`config.mk`:
```
export PLATFORM = sky130hd
export DESIGN_NAME = budgeted_residency_evictor_core
export DESIGN_NICKNAME = d
export VERILOG_FILES = /design/src/design/bre_pkg.sv /design/src/design/budgeted_residency_evictor_core.sv
export SDC_FILE = /design/constraint.sdc
export NUM_CORES = 2
export LEC_CHECK = 0
export ABC_CLOCK_PERIOD_IN_PS = 27400
export BUFFER_PORTS_ARGS = -buffer_cell sky130_fd_sc_hd__buf_2
export CAP_MARGIN = 20
export CORE_MARGIN = 3
export CORE_UTILIZATION = 40
export CTS_CLUSTER_SIZE = 20
export DETAILED_ROUTE_END_ITERATION = 12
export GPL_TIMING_DRIVEN = 0
export HOLD_SLACK_MARGIN = 0.02
export MAX_ROUTING_LAYER = met4
export SYNTH_ARGS = -nofsm -noshare
export SYNTH_HDL_FRONTEND = slang
export SYNTH_SLANG_ARGS = --single-unit
export TNS_END_PERCENT = 50
```
`constraint.sdc`:
```
create_clock -name i_clk -period 27.4 [get_ports i_clk]
set_clock_uncertainty 0.15 [all_clocks]
set_input_delay 2.74 -clock i_clk [delete_from_list [all_inputs] [get_ports i_clk]]
set_output_delay 2.74 -clock i_clk [all_outputs]
set_load 0.02 [all_outputs]
```
`src/design/bre_pkg.sv`:
```
// Package: request, status and policy codes plus payload structs.
`timescale 1ns / 1ps
package bre_pkg;
    localparam logic [2:0] REQ_DEFINE = 3'd0;
    localparam logic [2:0] REQ_LOAD   = 3'd1;
    localparam logic [2:0] REQ_UNLOAD = 3'd2;
    localparam logic [2:0] REQ_RANK   = 3'd3;
    localparam logic [2:0] REQ_DEP    = 3'd4;
    localparam logic [2:0] REQ_BUDGET = 3'd5;

    localparam logic [2:0] ST_OK       = 3'd0;
    localparam logic [2:0] ST_BAD      = 3'd1;
    localparam logic [2:0] ST_NOVICT   = 3'd2;
    localparam logic [2:0] ST_DEPS     = 3'd3;
    localparam logic [2:0] ST_FETCH    = 3'd4;
    localparam logic [2:0] ST_ZEROBUD  = 3'd5;

    localparam logic [1:0] POL_OLDEST = 2'd0;
    localparam logic [1:0] POL_COUNT  = 2'd1;
    localparam logic [1:0] POL_RANK   = 2'd2;
    localparam logic [1:0] POL_INDEX  = 2'd3;

    localparam logic [1:0] CFG_POLICY = 2'd0;
    localparam logic [1:0] CFG_EVICT  = 2'd1;
    localparam logic [1:0] CFG_DEPCHK = 2'd2;

    localparam logic [31:0] RESET_BUDGET = 32'd1073741824;

    typedef struct packed {
        logic [2:0]  req_type;
        logic [3:0]  entry;
        logic [3:0]  other_entry;
        logic [31:0] amount;
        logic [15:0] rank;
        logic        fetch_ok;
    } t_req;

    typedef struct packed {
        logic [2:0]  status;
        logic        evicted_valid;
        logic [3:0]  evicted_entry;
        logic [35:0] used_bytes;
        logic [35:0] peak_bytes;
        logic        last;
    } t_rsp;
endpackage

```
`src/design/budgeted_residency_evictor_core.sv`:
```
// Budgeted residency evictor: entry table, request sequencer and victim scan.
`timescale 1ns / 1ps
// Each request passes through a table read (synchronous memory), a decision step and a result
// transfer. A load or budget cut that must evict runs a victim scan that reads the entry memory
// once per entry, then drops the victim and hands over its result; it emits one result per
// victim. After reset a clearing pass over every entry resets the attribute memory; no request
// is accepted during it. The resident flags and dependents bits sit in flip-flops, so the
// dependency check is a plain AND of two vectors. Results leave through one output register.
module budgeted_residency_evictor_core
    import bre_pkg::*;
#(
    parameter int ENTRIES = 16
) (
    input  logic        i_clk,
    input  logic        i_rst_n,
    input  logic        i_valid,
    output logic        o_stall,
    input  t_req        i_req,
    output logic        o_valid,
    input  logic        i_stall,
    output t_rsp        o_rsp,
    input  logic        i_cfg_we,
    input  logic [1:0]  i_cfg_index,
    input  logic [1:0]  i_cfg_data
);
    localparam int IW = $clog2(ENTRIES);
    localparam int CW = $clog2(ENTRIES + 1);

    typedef struct packed {
        logic [31:0] size;
        logic [31:0] stamp;
        logic [31:0] total;
        logic [15:0] rank;
    } t_ent;

    localparam logic [3:0] S_CLEAR = 4'd0;
    localparam logic [3:0] S_IDLE  = 4'd1;
    localparam logic [3:0] S_RD    = 4'd2;
    localparam logic [3:0] S_EXEC  = 4'd3;
    localparam logic [3:0] S_SCAN  = 4'd4;
    localparam logic [3:0] S_DROP  = 4'd5;
    localparam logic [3:0] S_OUT   = 4'd6;
    localparam logic [3:0] S_RDV   = 4'd7;
    localparam logic [3:0] S_DROPW = 4'd8;

    t_ent r_mem [ENTRIES];
    t_ent r_rd;
    logic            mem_we;
    logic [IW-1:0]   mem_wa;
    t_ent            mem_wd;
    logic [IW-1:0]   mem_ra;

    logic [3:0]        r_state, n_state;
    logic [ENTRIES-1:0] r_res, n_res;
    logic [ENTRIES-1:0] r_deps [ENTRIES];
    logic [31:0]       r_stamp, n_stamp;
    logic [36:0]       r_used, n_used;
    logic [36:0]       r_peak, n_peak;
    logic [31:0]       r_budget, n_budget;
    logic [1:0]        r_pol;
    logic              r_ev_en, r_dep_en;
    t_req              r_req, n_req;
    t_ent              r_cur, n_cur;
    logic [CW-1:0]     r_scan, n_scan;
    logic              r_sfirst, r_sstart, n_sfirst, n_sstart;
    logic              r_bvalid, n_bvalid;
    logic [IW-1:0]     r_best, n_best;
    logic [31:0]       r_bkey, n_bkey;
    logic [IW-1:0]     r_sidx, n_sidx;
    logic              r_ovalid, n_ovalid;
    t_rsp              r_rsp, n_rsp;
    t_rsp              r_pend, n_pend;
    logic              r_ret, n_ret;
    logic              dep_we;

    logic [IW-1:0] e_idx, o_idx;
    logic          e_ok, o_ok;
    assign e_idx = IW'(r_req.entry);
    assign o_idx = IW'(r_req.other_entry);
    assign e_ok  = {28'd0, r_req.entry} < 32'(ENTRIES);
    assign o_ok  = {28'd0, r_req.other_entry} < 32'(ENTRIES);

    function automatic logic evictable(input logic [ENTRIES-1:0] res,
                                       input logic [ENTRIES-1:0] deps,
                                       input logic chk, input logic [IW-1:0] i);
        return res[i] && !(chk && ((deps & res) != '0));
    endfunction

    always_ff @(posedge i_clk) begin
        if (mem_we) r_mem[mem_wa] <= mem_wd;
        r_rd <= r_mem[mem_ra];
    end

    always_ff @(posedge i_clk) begin
        if (!i_rst_n) begin
            for (int k = 0; k < ENTRIES; k++) r_deps[k] <= '0;
        end else if (dep_we) begin
            r_deps[o_idx] <= r_deps[o_idx] | (ENTRIES'(1) << e_idx);
        end
    end

    always_ff @(posedge i_clk) begin
        if (!i_rst_n) begin
            r_pol <= POL_OLDEST;
            r_ev_en <= 1'b1;
            r_dep_en <= 1'b1;
        end else if (i_cfg_we) begin
            case (i_cfg_index)
                CFG_POLICY: r_pol <= i_cfg_data;
                CFG_EVICT:  r_ev_en <= i_cfg_data[0];
                CFG_DEPCHK: r_dep_en <= i_cfg_data[0];
                default: ;
            endcase
        end
    end

    always_ff @(posedge i_clk) begin
        if (!i_rst_n) begin
            r_state  <= S_CLEAR;
            r_res    <= '0;
            r_stamp  <= '0;
            r_used   <= '0;
            r_peak   <= '0;
            r_budget <= RESET_BUDGET;
            r_scan   <= '0;
            r_ovalid <= 1'b0;
        end else begin
            r_state  <= n_state;
            r_res    <= n_res;
            r_stamp  <= n_stamp;
            r_used   <= n_used;
            r_peak   <= n_peak;
            r_budget <= n_budget;
            r_scan   <= n_scan;
            r_ovalid <= n_ovalid;
        end
    end

    always_ff @(posedge i_clk) begin
        r_req <= n_req;
        r_cur <= n_cur;
        r_sfirst <= n_sfirst;
        r_sstart <= n_sstart;
        r_bvalid <= n_bvalid;
        r_best <= n_best;
        r_bkey <= n_bkey;
        r_sidx <= n_sidx;
        r_rsp <= n_rsp;
        r_pend <= n_pend;
        r_ret <= n_ret;
    end

    assign o_stall = (r_state != S_IDLE);
    assign o_valid = r_ovalid;
    assign o_rsp   = r_rsp;

    logic [36:0] need;
    logic [31:0] key;
    logic        cand, better;
    logic [IW-1:0] sidx;

    always_comb begin
        n_state = r_state; n_res = r_res; n_stamp = r_stamp; n_used = r_used;
        n_peak = r_peak; n_budget = r_budget; n_req = r_req; n_cur = r_cur;
        n_scan = r_scan; n_sfirst = r_sfirst; n_sstart = r_sstart;
        n_bvalid = r_bvalid; n_best = r_best; n_bkey = r_bkey; n_sidx = r_sidx;
        n_ovalid = r_ovalid; n_rsp = r_rsp; n_pend = r_pend; n_ret = r_ret;
        mem_we = 1'b0; mem_wa = e_idx; mem_wd = r_cur; mem_ra = e_idx;
        dep_we = 1'b0;
        need = r_used + {5'd0, r_cur.size};
        sidx = r_sidx;
        key = '0; cand = 1'b0; better = 1'b0;
        if (r_ovalid && !i_stall) n_ovalid = 1'b0;
        case (r_state)
            S_CLEAR: begin
                mem_we = 1'b1;
                mem_wa = r_scan[IW-1:0];
                mem_wd = '0;
                n_scan = r_scan + CW'(1);
                if (r_scan == CW'(ENTRIES - 1)) n_state = S_IDLE;
            end
            S_IDLE: begin
                if (i_valid) begin
                    n_req = i_req;
                    n_state = S_RD;
                end
            end
            S_RD: n_state = S_EXEC;
            S_EXEC: begin
                n_cur = r_rd;
                n_pend = '0;
                n_pend.last = 1'b1;
                n_ret = 1'b0;
                n_state = S_OUT;
                if (r_req.req_type == REQ_DEP) begin
                    if (!e_ok || !o_ok || r_req.entry == r_req.other_entry)
                        n_pend.status = ST_BAD;
                    else dep_we = 1'b1;
                end else if (r_req.req_type > REQ_BUDGET) begin
                    n_pend.status = ST_OK;
                end else if (r_req.req_type == REQ_BUDGET) begin
                    if (r_req.amount == '0) n_pend.status = ST_ZEROBUD;
                    else if (r_used > {5'd0, r_req.amount}) begin
                        n_state = S_SCAN; n_scan = '0; n_sstart = 1'b1;
                    end else n_budget = r_req.amount;
                end else if (!e_ok) begin
                    n_pend.status = ST_BAD;
                end else begin
                    case (r_req.req_type)
                        REQ_DEFINE: begin
                            if (r_res[e_idx]) begin
                                n_used = r_used - {5'd0, r_rd.size}
                                         + {5'd0, r_req.amount};
                                if (n_used > r_peak) n_peak = n_used;
                            end
                            mem_we = 1'b1; mem_wd = r_rd; mem_wd.size = r_req.amount;
                        end
                        REQ_RANK: begin
                            mem_we = 1'b1; mem_wd = r_rd; mem_wd.rank = r_req.rank;
                        end
                        REQ_UNLOAD: begin
                            if (r_res[e_idx]) begin
                                if (!evictable(r_res, r_deps[e_idx], r_dep_en, e_idx))
                                    n_pend.status = ST_DEPS;
                                else begin
                                    n_res[e_idx] = 1'b0;
                                    n_used = r_used - {5'd0, r_rd.size};
                                end
                            end
                        end
                        default: begin
                            // load: resident entries only touch; others go to the fit check
                            if (r_res[e_idx]) begin
                                n_stamp = r_stamp + 32'd1;
                                mem_we = 1'b1; mem_wd = r_rd; mem_wd.stamp = n_stamp;
                                if (r_rd.total != '1) mem_wd.total = r_rd.total + 32'd1;
                            end else begin
                                n_state = S_SCAN; n_scan = '0; n_sstart = 1'b1;
                            end
                        end
                    endcase
                end
            end
            S_SCAN: begin
                // first visit: decide whether another victim is needed
                if (r_sstart) begin
                    n_sstart = 1'b0;
                    n_sfirst = 1'b1;
                    n_bvalid = 1'b0;
                    n_scan = '0;
                    n_sidx = '0;
                    mem_ra = '0;
                    if (r_req.req_type == REQ_BUDGET) begin
                        if (!(r_used > {5'd0, r_req.amount})) begin
                            n_budget = r_req.amount;
                            n_pend = '0; n_pend.last = 1'b1; n_state = S_OUT;
                        end
                    end else if (!r_ev_en || !(need > {5'd0, r_budget})) begin
                        n_pend = '0; n_pend.last = 1'b1;
                        if (!r_req.fetch_ok) n_pend.status = ST_FETCH;
                        else begin
                            n_res[e_idx] = 1'b1;
                            n_used = need;
                            if (need > r_peak) n_peak = need;
                            n_stamp = r_stamp + 32'd1;
                            mem_we = 1'b1; mem_wd = r_cur; mem_wd.stamp = n_stamp;
                            if (r_cur.total != '1) mem_wd.total = r_cur.total + 32'd1;
                        end
                        n_state = S_OUT;
                    end
                end else begin
                    // r_rd holds entry r_sidx (read issued last cycle)
                    if (!r_sfirst) begin
                        cand = evictable(r_res, r_deps[sidx], r_dep_en, sidx);
                        if (r_req.req_type == REQ_BUDGET) begin
                            key = r_rd.size;
                            cand = cand && (key != '0);
                            better = !r_bvalid || key > r_bkey;
                        end else begin
                            cand = cand && (sidx != e_idx);
                            case (r_pol)
                                POL_OLDEST: key = r_rd.stamp;
                                POL_COUNT:  key = r_rd.total;
                                POL_RANK:   key = {16'd0, r_rd.rank};
                                default:    key = '0;
                            endcase
                            better = !r_bvalid || (r_pol != POL_INDEX && key < r_bkey);
                        end
                        if (cand && better) begin
                            n_bvalid = 1'b1; n_best = sidx; n_bkey = key;
                        end
                    end
                    n_sfirst = 1'b0;
                    n_scan = r_scan + CW'(1);
                    mem_ra = r_scan[IW-1:0];
                    n_sidx = r_scan[IW-1:0];
                    if (!r_sfirst && r_scan == CW'(ENTRIES)) begin
                        if (n_bvalid) begin
                            n_state = S_DROP;
                            mem_ra = n_best;
                        end else begin
                            n_pend = '0; n_pend.last = 1'b1; n_pend.status = ST_NOVICT;
                            n_state = S_OUT;
                        end
                    end
                end
            end
            S_DROP: begin
                mem_ra = r_best;
                n_state = S_DROPW;
            end
            S_DROPW: begin
                n_res[r_best] = 1'b0;
                n_used = r_used - {5'd0, r_rd.size};
                n_pend = '0;
                n_pend.evicted_valid = 1'b1;
                n_pend.evicted_entry = 4'(r_best);
                n_pend.used_bytes = n_used[35:0];
                n_pend.peak_bytes = r_peak[35:0];
                n_ret = 1'b1;
                n_state = S_OUT;
            end
            S_OUT: begin
                // hold until the output register is free, then transfer
                if (!r_ovalid || !i_stall) begin
                    n_ovalid = 1'b1;
                    n_rsp = r_pend;
                    n_rsp.used_bytes = r_used[35:0];
                    n_rsp.peak_bytes = r_peak[35:0];
                    if (r_ret) begin
                        n_ret = 1'b0; n_sstart = 1'b1; n_state = S_SCAN;
                        mem_ra = e_idx;
                    end else n_state = S_IDLE;
                end
            end
            default: n_state = S_IDLE;
        endcase
    end

`ifndef SYNTH
    a_used_le_peak: assert property (@(posedge i_clk) disable iff (!i_rst_n)
        (r_state == S_IDLE) && (r_used[35:0] != 36'd0) |-> r_peak != 37'd0)
        else $error("peak below used");
    a_evict_not_last: assert property (@(posedge i_clk) disable iff (!i_rst_n)
        o_valid && o_rsp.evicted_valid |-> !o_rsp.last && o_rsp.status == ST_OK)
        else $error("eviction result flagged last");
    a_no_accept_busy: assert property (@(posedge i_clk) disable iff (!i_rst_n)
        r_state != S_IDLE |-> o_stall)
        else $error("accept while busy");
`endif
endmodule

```
==> impl_summary.txt <==
----------------------------------------------------
[Die]
  I/O pin count ... 152
  Y dimension of the die ... 560 um
  Die span in x ... 560 um
  Number of rows in the core area ... 202
  Initial cell density of the core ... 40.3%
  Core area ... 304000 um2
  Die area ... 313000 um2

[Routing]
  Number of detailed-route iterations in the first pass ... 8
  Routed wire length ... 454 mm
  Drc violations ... 0
  Routed via count ... 88100
  Vias per cell ... 6.18
  Initial DRC Count ... 11900
  Antenna violation net count after detailed routing ... 0
  Detailed-route wire length per cell ... 31.8 um

[Yosys]
  Number of flip-flops and latches in the synthesized netlist ... 2646
  Warnings, synthesis ... 0
  Count of flip-flops with a built-in enable after synthesis ... 2354
  Cell count after synthesis ... 9287
  Top FF cell, synth ... edfxtp_1
  Portion of the post-synthesis area used by sequential elements ... 62.4%
  Avg Inst Size Synth ... 13.2 um2
  Synth Net Count ... 9662
  Number of distinct library cells after synthesis ... 98
  Fraction of synthesis flops using an asynchronous set or reset pin ... 0%
  Post-synthesis instance area ... 123000 um2

[Timing]
  Final clock period utilization by the worst path ... 39.4%
  Final setup fails ... 0
  Number of slew-limit violations in the final report ... 0
  Relative slew slack ... 14.2%
  Maximum clock frequency ... 92.7 MHz
  Post-layout min period ... 10.78 ns
  Aggregate negative setup slack ... 0 ns
  Number of failing hold endpoints at the final stage ... 0
  Least-Margin Pin Slew ... 1.29 ns
  RSZ-0062 raised after global routing ... no

[Setup path]
  Buffers & Inverters on Critical Path ... 4
  CP Launch Type ... flop
  Largest incremental delay on the critical path ... 0.71 ns
  Worst Path Max Fanout ... 10
  Number of stages on the worst setup path ... 35
  Kind of end point of the critical path ... flop
  Kind of cell with the highest combined delay on the critical path ... compound AO/OA/AOI/OAI gates
  Standard cell with the maximum stage delay on the critical path ... dfxtp_1
  Critical Setup Path Class ... reg2reg
  Data required time at the worst endpoint ... 28.00 ns
  Critical Path AT ... 11.38 ns
  Number of cell instances on the worst register-to-register path ... 35

[Clock network]
  Clock Sink Count ... 2646
  Total number of H-tree levels ... 5
  Clock latency of the later-clocked register in the worst-skew pair ... 0.91 ns
  Number of instances resized during post-cts repair ... 0
  CTS tree ... done
  Number of buffers created by CTS ... 290
  Number of buffers inserted by hold repair at cts ... 0
  Post-CTS repair timing setup buffer count ... 0
  CTS Root Cell ... clkbuf_16
  Clk buf depth ... 4
  CTS clock-pin slew for the worst setup and hold paths ... 0.06 ns

[Run status]
  Result of the run ... complete, no violations

[Placed design]
  Count of buffers inserted at the top-level ports ... 151
  Detailed placement HPWL ... 333 mm
  Weighted congestion reported at the end of routability-driven placement ... 1.01

[Global routing]
  Global-route wire length before repair ... 634 mm
  Total global routing track utilization ... 28.8%
  Global route total overflow ... 0
  Vias in the first global route ... 84400
  Largest net degree at the start of global routing ... 55
  Antenna violations before repair ... 22

[Power]
  Tot Pwr ... 8.57 mW
  Leakage power ... 49.5 nW
  IR Drop Worst-Case VDD ... 0.0488 mV
  Power per Cell Area ... 60.5 nW/um2

[Layout]
  Area growth, synth to finish ... 15.4%
  Fin nets ... 10300
  Fraction of final layout cells sized beyond drive strength 1 ... 12.6%

[Min path]
  Worst hold stages ... 0
  Classification of the worst-slack hold path ... reg2reg

[Flow run]
  Total of max-cap violations ... 0

----------------------------------------------------
layout by cell type (no fill, tap or decap), types with 53 or more instances in the layout:
| cell type | netlist | layout |
|---|---|---|
| mux2i_1 | 561 | 561 |
| a211oi_1 | 484 | 483 |
| nand2_1 | 400 | 400 |
| nand3_1 | 107 | 107 |
| clkbuf_16 | 0 | 302 |
| inv_1 | 248 | 248 |
| clkbuf_1 | 453 | 492 |
| and3_1 | 499 | 499 |
| nand4_1 | 74 | 74 |
| buf_4 | 26 | 97 |
| nor3_1 | 68 | 67 |
| a21o_1 | 139 | 139 |
| a21oi_1 | 316 | 313 |
| a22oi_1 | 253 | 253 |
| buf_2 | 116 | 271 |
| edfxtp_1 | 2354 | 2354 |
| buf_12 | 0 | 66 |
| dfxtp_1 | 292 | 292 |
| o221ai_1 | 62 | 60 |
| mux4_2 | 212 | 212 |
| and4_1 | 127 | 127 |
| o21ai_1 | 115 | 173 |
| o21ai_0 | 470 | 406 |
| ha_1 | 303 | 303 |
| xnor2_1 | 115 | 115 |
| a31oi_1 | 53 | 53 |
| nor2_1 | 720 | 702 |
| xor2_1 | 53 | 53 |
sequential cells by signal (all words and copies together), names as in the netlist, 4 cells and up, named ones only:
register,flops
o_rsp,81
r_bkey,32
r_used,37
r_req,52
r_cur,112
r_deps,256
r_scan,5
r_peak,37
r_mem,1792
r_sidx,4
r_res,16
r_best,4
o_idx,4
r_pend,9
r_state,4
r_rd,112
r_budget,32
e_idx,4
r_stamp,32
metrics by stage:
| step | cells | utilization (%) | hold slack, ns | setup WS [ns] | cell area, um2 |
|---|---|---|---|---|---|
| after CTS | 14200 | 46.5 | 0.279 | 16.72 | 141000 |
| after global routing | 14300 | 46.5 | 0.290 | 16.34 | 141000 |
| after floorplan | 9287 | - | 0.250 | 16.53 | 123000 |
| after global placement | 13500 | 42.3 | 0.259 | 7.96 | 128000 |
| after detailed placement | 13700 | 43.4 | 0.265 | 16.76 | 132000 |
| final | 14300 | 46.5 | 0.274 | 16.62 | 142000 |
cell usage after synthesis (37+ instances only):
library cell	instances	share of area [%]
edfxtp_1	2354	58
nor2_1	720	2.2
mux2i_1	561	4.6
and3_1	499	2.5
a211oi_1	484	3.0
o21ai_0	470	1.9
clkbuf_1	453	1.4
nand2_1	400	1.2
a21oi_1	316	1.3
ha_1	303	3.1
dfxtp_1	292	4.8
a22oi_1	253	1.5
inv_1	248	0.76
mux4_2	212	3.9
a21o_1	139	0.85
and4_1	127	0.91
buf_2	116	0.47
o21ai_1	115	0.47
xnor2_1	115	0.82
nand3_1	107	0.44
nand4_1	74	0.38
nor3_1	68	0.28
o221ai_1	62	0.44
a31oi_1	53	0.27
xor2_1	53	0.38
o211ai_1	44	0.27
nor2b_1	43	0.22
nor4_1	38	0.19
a311oi_1	37	0.26
where the power goes:
| part | switching, mW | total [mW] | leakage [nW] | internal (mW) |
|---|---|---|---|---|
| clock | 1.63 | 3.92 | 4.61 | 2.29 |
| combinational | 0.127 | 0.195 | 21.3 | 0.0681 |
| sequential | 0.0304 | 4.45 | 23.6 | 4.42 |
| total | 1.79 | 8.57 | 49.5 | 6.78 |
routing by layer:
layer	up-vias	routed length, um	global-route usage [%]
met3	970	44300	5.59
met2	4974	206000	43.7
met4	0	21900	11.9
met5	-	0	-
li1	37700	-	-
met1	44500	181000	38.0
kinds of logic (layout without fill, tap and decap cells):
group,Yosys count,count (layout),share of synthesized area (%)
buf+inv,889,1771,2.96
compound gates,2256,2256,12.3
fa+ha+maj,306,306,3.14
xor+xnor,168,168,1.20
other cells,0,18,0
mux,805,805,8.80
simple gates,2217,2217,9.19
flops,2646,2646,62.4
final timing paths:
check | slack (ns) | to | from
max | 16.62 | r_peak[12] | r_rd[80]
min | 0.27 | o_rsp[75] | r_pend[75]
max reg2reg | 16.62 | r_peak[12] | r_rd[80]
min reg2reg | 0.27 | o_rsp[75] | r_pend[75]
layout make-up:
type,count,area (um2)
tap,4080,5100
sequential,2646,76500
fill,26900,163000
clock inverter,137,1390
multi-input combinational,5752,42800
timing repair buffer,367,3970
clock buffer,378,8050
buffer,638,2710
antenna,18,45.0
inverter,251,943
Power figures use the tool's default switching activity.
